<file path="src/design/ogru_pkg.sv">
`default_nettype none
package ogru_pkg;

	// grid size defaults
	localparam int GRID_WIDTH_DEF  = 256;
	localparam int GRID_HEIGHT_DEF = 256;

	// field widths
	localparam int COORD_W   = 8;
	localparam int VAL_W     = 16;
	localparam int CNT_W     = 9;
	localparam int CFG_IDX_W = 3;
	localparam int CFG_DAT_W = 16;
	localparam int IN_DAT_W  = 16;
	localparam int OUT_DAT_W = 32;
	localparam int ERR_W     = 12;

	// register indexes
	localparam logic [CFG_IDX_W-1:0] CFG_ORIGIN_X = 3'd0;
	localparam logic [CFG_IDX_W-1:0] CFG_ORIGIN_Y = 3'd1;
	localparam logic [CFG_IDX_W-1:0] CFG_MISS     = 3'd2;
	localparam logic [CFG_IDX_W-1:0] CFG_HIT      = 3'd3;
	localparam logic [CFG_IDX_W-1:0] CFG_FLOOR    = 3'd4;
	localparam logic [CFG_IDX_W-1:0] CFG_CEIL     = 3'd5;

	// register reset values
	localparam logic [COORD_W-1:0]      ORIGIN_X_RST = 8'd128;
	localparam logic [COORD_W-1:0]      ORIGIN_Y_RST = 8'd128;
	localparam logic signed [VAL_W-1:0] MISS_RST     = -16'sd102;
	localparam logic signed [VAL_W-1:0] HIT_RST      = 16'sd217;
	localparam logic signed [VAL_W-1:0] FLOOR_RST    = -16'sd1280;
	localparam logic signed [VAL_W-1:0] CEIL_RST     = 16'sd1280;

	// input modes
	localparam logic MODE_RAY  = 1'b0;
	localparam logic MODE_READ = 1'b1;

	// one point of the line walk
	typedef struct packed {
		logic               vld;
		logic               last;
		logic [COORD_W-1:0] x;
		logic [COORD_W-1:0] y;
	} pt_t;

	// one access to the cell store
	typedef struct packed {
		logic vld;
		logic in_grid;
		logic hit;
		logic last;
		logic rd_only;
	} cell_req_t;

	// outcome of one access
	typedef struct packed {
		logic                    vld;
		logic                    last;
		logic                    wrote;
		logic signed [VAL_W-1:0] value;
	} cell_resp_t;

	// update settings
	typedef struct packed {
		logic signed [VAL_W-1:0] miss;
		logic signed [VAL_W-1:0] hit;
		logic signed [VAL_W-1:0] floor_val;
		logic signed [VAL_W-1:0] ceil_val;
	} upd_cfg_t;

endpackage
`default_nettype wire

</file>
<file path="src/design/ogru_line_walker.sv">
`default_nettype none
module ogru_line_walker (
	input  wire logic                         clk,
	input  wire logic                         arst_n,
	input  wire logic                         start,
	input  wire logic [ogru_pkg::COORD_W-1:0] org_x,
	input  wire logic [ogru_pkg::COORD_W-1:0] org_y,
	input  wire logic [ogru_pkg::COORD_W-1:0] end_x,
	input  wire logic [ogru_pkg::COORD_W-1:0] end_y,
	output ogru_pkg::pt_t                     pt
);
	import ogru_pkg::*;

	logic                      busy_q;
	logic [COORD_W-1:0]        x_q, y_q, ex_q, ey_q;
	logic [COORD_W-1:0]        dx_q;
	logic signed [COORD_W:0]   dy_q;
	logic                      sx_q, sy_q;
	logic signed [ERR_W-1:0]   err_q;

	logic                      at_end;
	logic signed [ERR_W:0]     e2, dx_e, dy_e, err_nxt;
	logic                      step_x, step_y;
	logic [COORD_W-1:0]        dx_start, dy_start;

	// distances for a new line
	assign dx_start = (end_x >= org_x) ? end_x - org_x : org_x - end_x;
	assign dy_start = (end_y >= org_y) ? end_y - org_y : org_y - end_y;

	// one bresenham step
	assign at_end = (x_q == ex_q) && (y_q == ey_q);
	assign e2     = (ERR_W+1)'(err_q) <<< 1;
	assign dx_e   = (ERR_W+1)'(signed'({1'b0, dx_q}));
	assign dy_e   = (ERR_W+1)'(dy_q);
	assign step_x = (e2 >= dy_e);
	assign step_y = (e2 <= dx_e);
	assign err_nxt = (ERR_W+1)'(err_q) + (step_x ? dy_e : '0) + (step_y ? dx_e : '0);

	assign pt.vld  = busy_q;
	assign pt.last = at_end;
	assign pt.x    = x_q;
	assign pt.y    = y_q;

	// walker control
	always_ff @(posedge clk or negedge arst_n) begin
		if (!arst_n) begin
			busy_q <= 1'b0;
		end else if (start) begin
			busy_q <= 1'b1;
		end else if (busy_q && at_end) begin
			busy_q <= 1'b0;
		end
	end

	// line state
	always_ff @(posedge clk) begin
		if (start) begin
			x_q   <= org_x;
			y_q   <= org_y;
			ex_q  <= end_x;
			ey_q  <= end_y;
			dx_q  <= dx_start;
			dy_q  <= -signed'({1'b0, dy_start});
			sx_q  <= (org_x < end_x);
			sy_q  <= (org_y < end_y);
			err_q <= ERR_W'(signed'({1'b0, dx_start})) - ERR_W'(signed'({1'b0, dy_start}));
		end else if (busy_q && !at_end) begin
			err_q <= ERR_W'(err_nxt);
			if (step_x) begin
				x_q <= sx_q ? x_q + 1'b1 : x_q - 1'b1;
			end
			if (step_y) begin
				y_q <= sy_q ? y_q + 1'b1 : y_q - 1'b1;
			end
		end
	end

endmodule
`default_nettype wire

</file>
<file path="config.mk">
export PLATFORM = sky130hd
export DESIGN_NAME = ogru_line_walker
export DESIGN_NICKNAME = d
export VERILOG_FILES = /design/src/design/ogru_pkg.sv /design/src/design/ogru_line_walker.sv
export SDC_FILE = /design/constraint.sdc
export NUM_CORES = 1
export LEC_CHECK = 0
export BUFFER_PORTS_ARGS = -buffer_cell sky130_fd_sc_hd__buf_2
export CAP_MARGIN = 5
export CORE_ASPECT_RATIO = 1.1
export CORE_UTILIZATION = 57
export CTS_CLUSTER_SIZE = 12
export DETAILED_ROUTE_END_ITERATION = 12
export GPL_TIMING_DRIVEN = 0
export PLACE_DENSITY = 0.79
export SLEW_MARGIN = 20
export SYNTH_ARGS = -nofsm -noshare
export SYNTH_HDL_FRONTEND = slang
export SYNTH_SLANG_ARGS = --single-unit
</file>
<file path="constraint.sdc">
create_clock -name clk -period 11.4 [get_ports clk]
set_input_delay 1.71 -clock clk [delete_from_list [all_inputs] [get_ports clk]]
set_output_delay 1.71 -clock clk [all_outputs]
set_load 0.02 [all_outputs]
</file>
== Word-level counts from Yosys, hierarchy flattened ==
Cells that the tools add are included.
Word-level totals
  output and inout bits: 18
  logic and storage cells: 56
  register bits after elaboration: 64
  input bits: 35
Cells by class
  add/sub/neg operators: 12
  muxes and demuxes: 16
  reduce and logical (&&, ||, !) cells: 10
  order comparisons: 6
  equality and inequality tests: 2
Operator list (count)
  2-to-1 mux 8 bit: 11
  2-to-1 mux 12 bit: 3
  subtractor 8 bit: 4
  adder 8 x 1 -> 8 bit, second input constant: 2
  == test 8 bit: 2
  >= comparator 8 bit: 2
  less-than comparator 8 bit: 2
  subtractor 8 x 1 -> 8 bit, second input constant: 2
  >= comparator 13 x 9 -> 1 bit: 1
  <= comparator 13 x 9 -> 1 bit: 1
  adder 12 bit: 1
  adder 12 x 8 -> 12 bit: 1
  negation 8 -> 9 bit: 1
  subtractor 8 x 8 -> 9 bit: 1
  nonzero test 2 bit: 4
  AND reduction 2 bit: 2
  logical AND 1 bit: 3
  2-to-1 mux 1 bit: 2
  logical NOT 1 bit: 1

== Longest topological paths before layout ==
  depth in word-level cells: 6
  gate-level depth with buffers: 23
  mapped depth without buffers: 23

== Worst setup path after synthesis ==
OpenSTA, ideal clock, no wires.
  kind: input to register
  start point: in end_y[0] in the netlist's numbering
  end point: reg err_q[11], data pin
  slack: 6.409 ns
  path buffers: 1
  stages: 19
  arrival: 4.723 ns
  cells stage by stage: inv_1 ha_1 inv_1 fa_1 a21o_1 a211oi_2 o21bai_2 buf_6 mux2i_1 inv_1 fa_1 nor2b_1 o21ai_0 a21boi_0 o21ai_0 a21boi_0 o21ai_0 nand3b_1 o21ai_0
Between the ends
  word-level cells in the longest chain between the ends: 4
  elaborated cells on any way between the ends: 6
RTL lines
  start: declaration: line ogru_line_walker.sv:9  | input wire logic [ogru_pkg::COORD_W-1:0] end_y,
  subtractor 8 bit or >= comparator 8 bit (tied branches): line ogru_line_walker.sv:28  | assign dy_start = (end_y >= org_y) ? end_y - org_y : org_y - end_y;
  2-to-1 mux 8 bit *: line ogru_line_walker.sv:28
  subtractor 8 x 8 -> 9 bit *: line ogru_line_walker.sv:66  | err_q <= ERR_W'(signed'({1'b0, dx_start})) - ERR_W'(signed'({1'b0, dy_start}));
  2-to-1 mux 12 bit *: line ogru_line_walker.sv:57  | if (start) begin
  end signal: assignment: line ogru_line_walker.sv:66
  end signal: assignment: line ogru_line_walker.sv:68  | err_q <= ERR_W'(err_nxt);
  end: declaration: line ogru_line_walker.sv:19  | logic signed [ERR_W-1:0] err_q;
Every way passes the cells marked *; elsewhere a longest branch is shown, timed or not.
A chain may end at the register's enable or synchronous reset.

== Final worst setup path ==
Ends and elaborated chain as after synthesis.

==> impl_metrics.prom <==
# TYPE chip_impl_metric gauge
chip_impl_metric{name="grt_pass1_vias",unit=""} 4674
chip_impl_metric{name="synth_fp_nets",unit=""} 730
chip_impl_metric{name="totalNegativeSetupSlack",unit="ns"} 0
chip_impl_metric{name="avgViaCountPerCell",unit=""} 5.86
chip_impl_metric{name="post_synth_inst_count",unit=""} 594
chip_impl_metric{name="gpl.final_weighted_congestion",unit=""} 0.861
chip_impl_metric{name="p_sw_frac",unit=""} 0.448
chip_impl_metric{name="initial_utilization",unit=""} 0.589
chip_impl_metric{name="report.final.hold_viol_count",unit=""} 0
chip_impl_metric{name="worst-r2r-setup-slack",unit="ns"} 6.28
chip_impl_info{name="cts_tree",value="built"} 1
chip_impl_metric{name="yosys_warnings",unit=""} 0
chip_impl_info{name="post_synth_most_frequent_cells",value="sky130_fd_sc_hd__inv_1 (90), sky130_fd_sc_hd__ha_1 (85), sky130_fd_sc_hd__edfxtp_1 (63), sky130_fd_sc_hd__o21ai_0 (40), sky130_fd_sc_hd__nand2_1 (38)"} 1
chip_impl_metric{name="fmax",unit="MHz"} 180
chip_impl_info{name="synth_most_common_cell",value="sky130_fd_sc_hd__inv_1"} 1
chip_impl_metric{name="synth.top_cell.area_share",unit=""} 0.323
chip_impl_metric{name="worst_path_largest_cell_delay",unit="ns"} 0.45
chip_impl_info{name="netlist.top_cell.by_area",value="sky130_fd_sc_hd__edfxtp_1"} 1
chip_impl_metric{name="buffers_inserted_by_post_cts_timing_repair",unit=""} 0
chip_impl_metric{name="final_min_period_over_clock_period",unit=""} 0.488
chip_impl_metric{name="grt.total_usage",unit=""} 0.263
chip_impl_metric{name="r2r.worst_path.cells",unit=""} 21
chip_impl_metric{name="num_vias",unit=""} 4583
chip_impl_metric{name="post_synthesis_mean_instance_area",unit="um2"} 9.85
chip_impl_metric{name="power_frac_clock",unit=""} 0.114
chip_impl_metric{name="die_width",unit="um"} 98.6
chip_impl_metric{name="synth-async-reset-ratio",unit=""} 0.0156
chip_impl_metric{name="final_period_minus_worst_setup_slack",unit="ns"} 5.57
chip_impl_metric{name="grt_antenna_before_repair",unit=""} 0
chip_impl_info{name="cp-endpoint",value="err_q[11]"} 1
chip_impl_info{name="synth_flop_cell",value="sky130_fd_sc_hd__edfxtp_1"} 1
chip_impl_metric{name="total_power_per_unit_cell_area",unit="mW/mm2"} 264
chip_impl_metric{name="dp_hpwl",unit="um"} 10400
chip_impl_info{name="cts_root_buf",value="sky130_fd_sc_hd__clkbuf_8"} 1
chip_impl_metric{name="finClkSkew",unit="ns"} 0.0136
chip_impl_metric{name="power.internal",unit="uW"} 939
chip_impl_metric{name="layout-drive-gt1-share",unit=""} 0.131
chip_impl_metric{name="grt_pass1_wl",unit="um"} 21600
chip_impl_metric{name="cts_hold_repair.buffers",unit=""} 0
chip_impl_metric{name="worst_pin_slew",unit="ns"} 0.891
chip_impl_info{name="top_cells_by_area_synth",value="sky130_fd_sc_hd__edfxtp_1 (32%), sky130_fd_sc_hd__ha_1 (18%), sky130_fd_sc_hd__inv_1 (5.8%)"} 1
chip_impl_metric{name="clk_path_buf_depth",unit=""} 2
chip_impl_metric{name="tritoncts_num_sinks",unit=""} 64
chip_impl_info{name="start_kind",value="input pin"} 1
chip_impl_info{name="cell_with_the_largest_stage_delay_on_the_worst_path",value="sky130_fd_sc_hd__fa_1"} 1
chip_impl_metric{name="fillers",unit=""} 786
chip_impl_metric{name="drc_errors",unit=""} 0
chip_impl_info{name="setup.worst_path.class",value="in2reg"} 1
chip_impl_metric{name="setup_viol_count_final",unit=""} 0
chip_impl_metric{name="timing.max_slew.rel_slack",unit=""} 0.405
chip_impl_info{name="timing.rr.end",value="err_q[11]"} 1
chip_impl_metric{name="insertion_delay",unit="ns"} 0.36
chip_impl_info{name="path_common_cell",value="sky130_fd_sc_hd__o21ai_0"} 1
chip_impl_metric{name="crit_path_max_fanout",unit=""} 10
chip_impl_metric{name="synth-edff-count",unit=""} 63
chip_impl_metric{name="cellLeakagePower",unit="nW"} 3.10
chip_impl_metric{name="final_antenna_net_count",unit=""} 0
chip_impl_metric{name="layout_utilization",unit=""} 0.649
chip_impl_metric{name="ys_ff_latch",unit=""} 64
chip_impl_metric{name="finalMaxSlewViolations",unit=""} 0
chip_impl_metric{name="core_area",unit="mm2"} 0.00994
chip_impl_metric{name="io_buffers",unit=""} 52
chip_impl_info{name="timing.rr.start",value="err_q[2]"} 1
chip_impl_metric{name="die_area",unit="mm2"} 0.0107
chip_impl_metric{name="initialDrtViolationCount",unit=""} 275
chip_impl_metric{name="globalRoute.totalOverflow",unit=""} 0
chip_impl_metric{name="htree_num_levels",unit=""} 3
chip_impl_metric{name="antennaDiodeCount",unit=""} 0
chip_impl_metric{name="worst_path_clk_slew",unit="ns"} 0.08
chip_impl_metric{name="boundaryPins",unit=""} 53
chip_impl_metric{name="numCtsBuffers",unit=""} 9
chip_impl_metric{name="synth-seq-area-share",unit=""} 0.328
chip_impl_metric{name="core.rowCount",unit=""} 38
chip_impl_info{name="critical_path.startpoint",value="end_y[0]"} 1
chip_impl_metric{name="cts-resized-gates",unit=""} 0
chip_impl_metric{name="portion_of_total_power_attributed_to_sequential_cells",unit=""} 0.261
chip_impl_info{name="hold_path.class",value="reg2reg"} 1
chip_impl_info{name="outcome",value="finished, final reports clean"} 1
chip_impl_info{name="worstPathCellList",value="buf_2 -> inv_1 -> ha_1 -> inv_1 -> fa_1 -> a21o_1 -> a211oi_2 -> o21bai_2 -> buf_6 -> mux2i_1 -> inv_1 -> fa_1 -> nor2b_1 -> o21ai_0 -> a21boi_0 -> o21ai_0 -> a21boi_0 -> o21ai_0 -> nand3b_1 -> o21ai_0"} 1
chip_impl_metric{name="max_cap_violations",unit=""} 0
chip_impl_metric{name="pin_count_of_the_biggest_net_entering_global_routing",unit=""} 37
chip_impl_metric{name="firstDrtPassIters",unit=""} 5
chip_impl_metric{name="post_syn_area",unit="mm2"} 0.00585
chip_impl_metric{name="layout-area-overhead-vs-synth",unit="%"} 10.2
chip_impl_metric{name="die_y",unit="um"} 108
chip_impl_metric{name="drt_wl_total",unit="um"} 13100
chip_impl_info{name="rsz0062_at_grt",value="false"} 1
chip_impl_info{name="endpoint_kind",value="flop"} 1
chip_impl_metric{name="switching_power",unit="uW"} 761
chip_impl_metric{name="routedWlPerCell",unit="um"} 16.7
chip_impl_metric{name="power.share.combinational",unit=""} 0.625
chip_impl_metric{name="worst-endpoint-arrival",unit="ns"} 5.65
chip_impl_metric{name="vdd_drop_max",unit="uV"} 123
chip_impl_metric{name="yosys_cell_types",unit=""} 54
chip_impl_metric{name="design.final.nets",unit=""} 793
chip_impl_metric{name="critPathRequiredTime",unit="ns"} 11.48
[logic make-up (layout without fill, tap and decap cells)]
| family | count (synthesis) | in the layout | share of synthesized area |
|---|---|---|---|
| and+or+nand+nor | 115 | 115 | 0.102 |
| AOI/OAI and AO/OA | 136 | 136 | 0.143 |
| DFF | 64 | 64 | 0.328 |
| buffers and inverters | 102 | 170 | 0.0695 |
| xor gates and xnor gates | 57 | 57 | 0.0879 |
| adders and majority gates | 101 | 101 | 0.236 |
| muxes | 19 | 19 | 0.0338 |
[final cells by class]
type	instances	area, um2	area share
timing repair buffer	52	260	0.0403
buffer	12	68.8	0.0107
sequential	64	1920	0.297
multi-input combinational	428	3530	0.547
tap	120	150	0.0233
inverter	90	338	0.0524
clock inverter	5	57.6	0.00892
clock buffer	11	131	0.0204
[critical path: cells and delay by family]
| kind | cells | cell delay [ns] |
|---|---|---|
| and+or+nand+nor | 2 | 0.29 |
| AOI/OAI and AO/OA | 9 | 1.69 |
| buffers and inverters | 5 | 0.52 |
| muxes | 1 | 0.42 |
| adders and majority gates | 3 | 1.01 |
[through the flow]
step	instance area, um2	total power, mW	std cells	hold WS (ns)	worst slack [ns]
3_3_place_gp	6260	1.44	766	0.581	5.72
2_1_floorplan	5850	1.23	594	0.513	6.41
5_1_grt	6450	1.86	782	0.655	5.66
6_report	6450	1.70	782	0.616	5.83
3_5_place_dp	6260	1.50	766	0.586	5.56
4_1_cts	6450	1.70	782	0.608	5.93
[power by group through the flow]
stage / Clock, mW / Sequential (mW) / Combinational, mW
2_1_floorplan: 0 / 0.466 / 0.767
3_3_place_gp: 0 / 0.444 / 0.997
3_5_place_dp: 0 / 0.448 / 1.05
4_1_cts: 0.194 / 0.444 / 1.06
5_1_grt: 0.203 / 0.453 / 1.20
6_report: 0.194 / 0.444 / 1.06
[registers in the layout (all words and copies together) (netlist names)]
register and flops:
busy_q 1, dx_q 8, dy_q 9, err_q 12, ex_q 8, ey_q 8, sx_q 1, sy_q 1
x_q 8, y_q 8
[layer usage]
metal,vias to the layer above,share of wire,track usage
met2,153,0.50,0.462
met4,0,0.034,0.124
li1,2186,-,-
met5,-,0,0
met3,32,0.056,0.0459
met1,2212,0.41,0.315
[worst min path at each step]
stage,from,to,slack [ns],cells past startpoint
detailed placement,busy_q,busy_q,0.59,2
CTS,busy_q,busy_q,0.61,2
global route,busy_q,busy_q,0.66,2
finish,busy_q,busy_q,0.62,2
global placement,busy_q,busy_q,0.58,2
floorplan,busy_q,busy_q,0.51,2
[layout by cell type (no fill, tap or decap), drive strengths merged, types with 3 or more instances in the layout]
master / instances
buf: 57
fa: 16
nand4: 4
clkbuf: 18
nand2: 38
a211o: 3
a21oi: 37
nor2: 25
nor2b: 6
a21boi: 6
nand3: 8
a31oi: 4
nor4: 6
inv: 90
ha: 85
xor2: 29
a21o: 11
mux2: 6
xnor2: 28
and3: 8
o21a: 6
o21bai: 9
clkinvlp: 3
nand3b: 6
mux2i: 13
o21ai: 44
nand2b: 6
edfxtp: 63
Note: power is estimated with default switching activity, not from simulation.
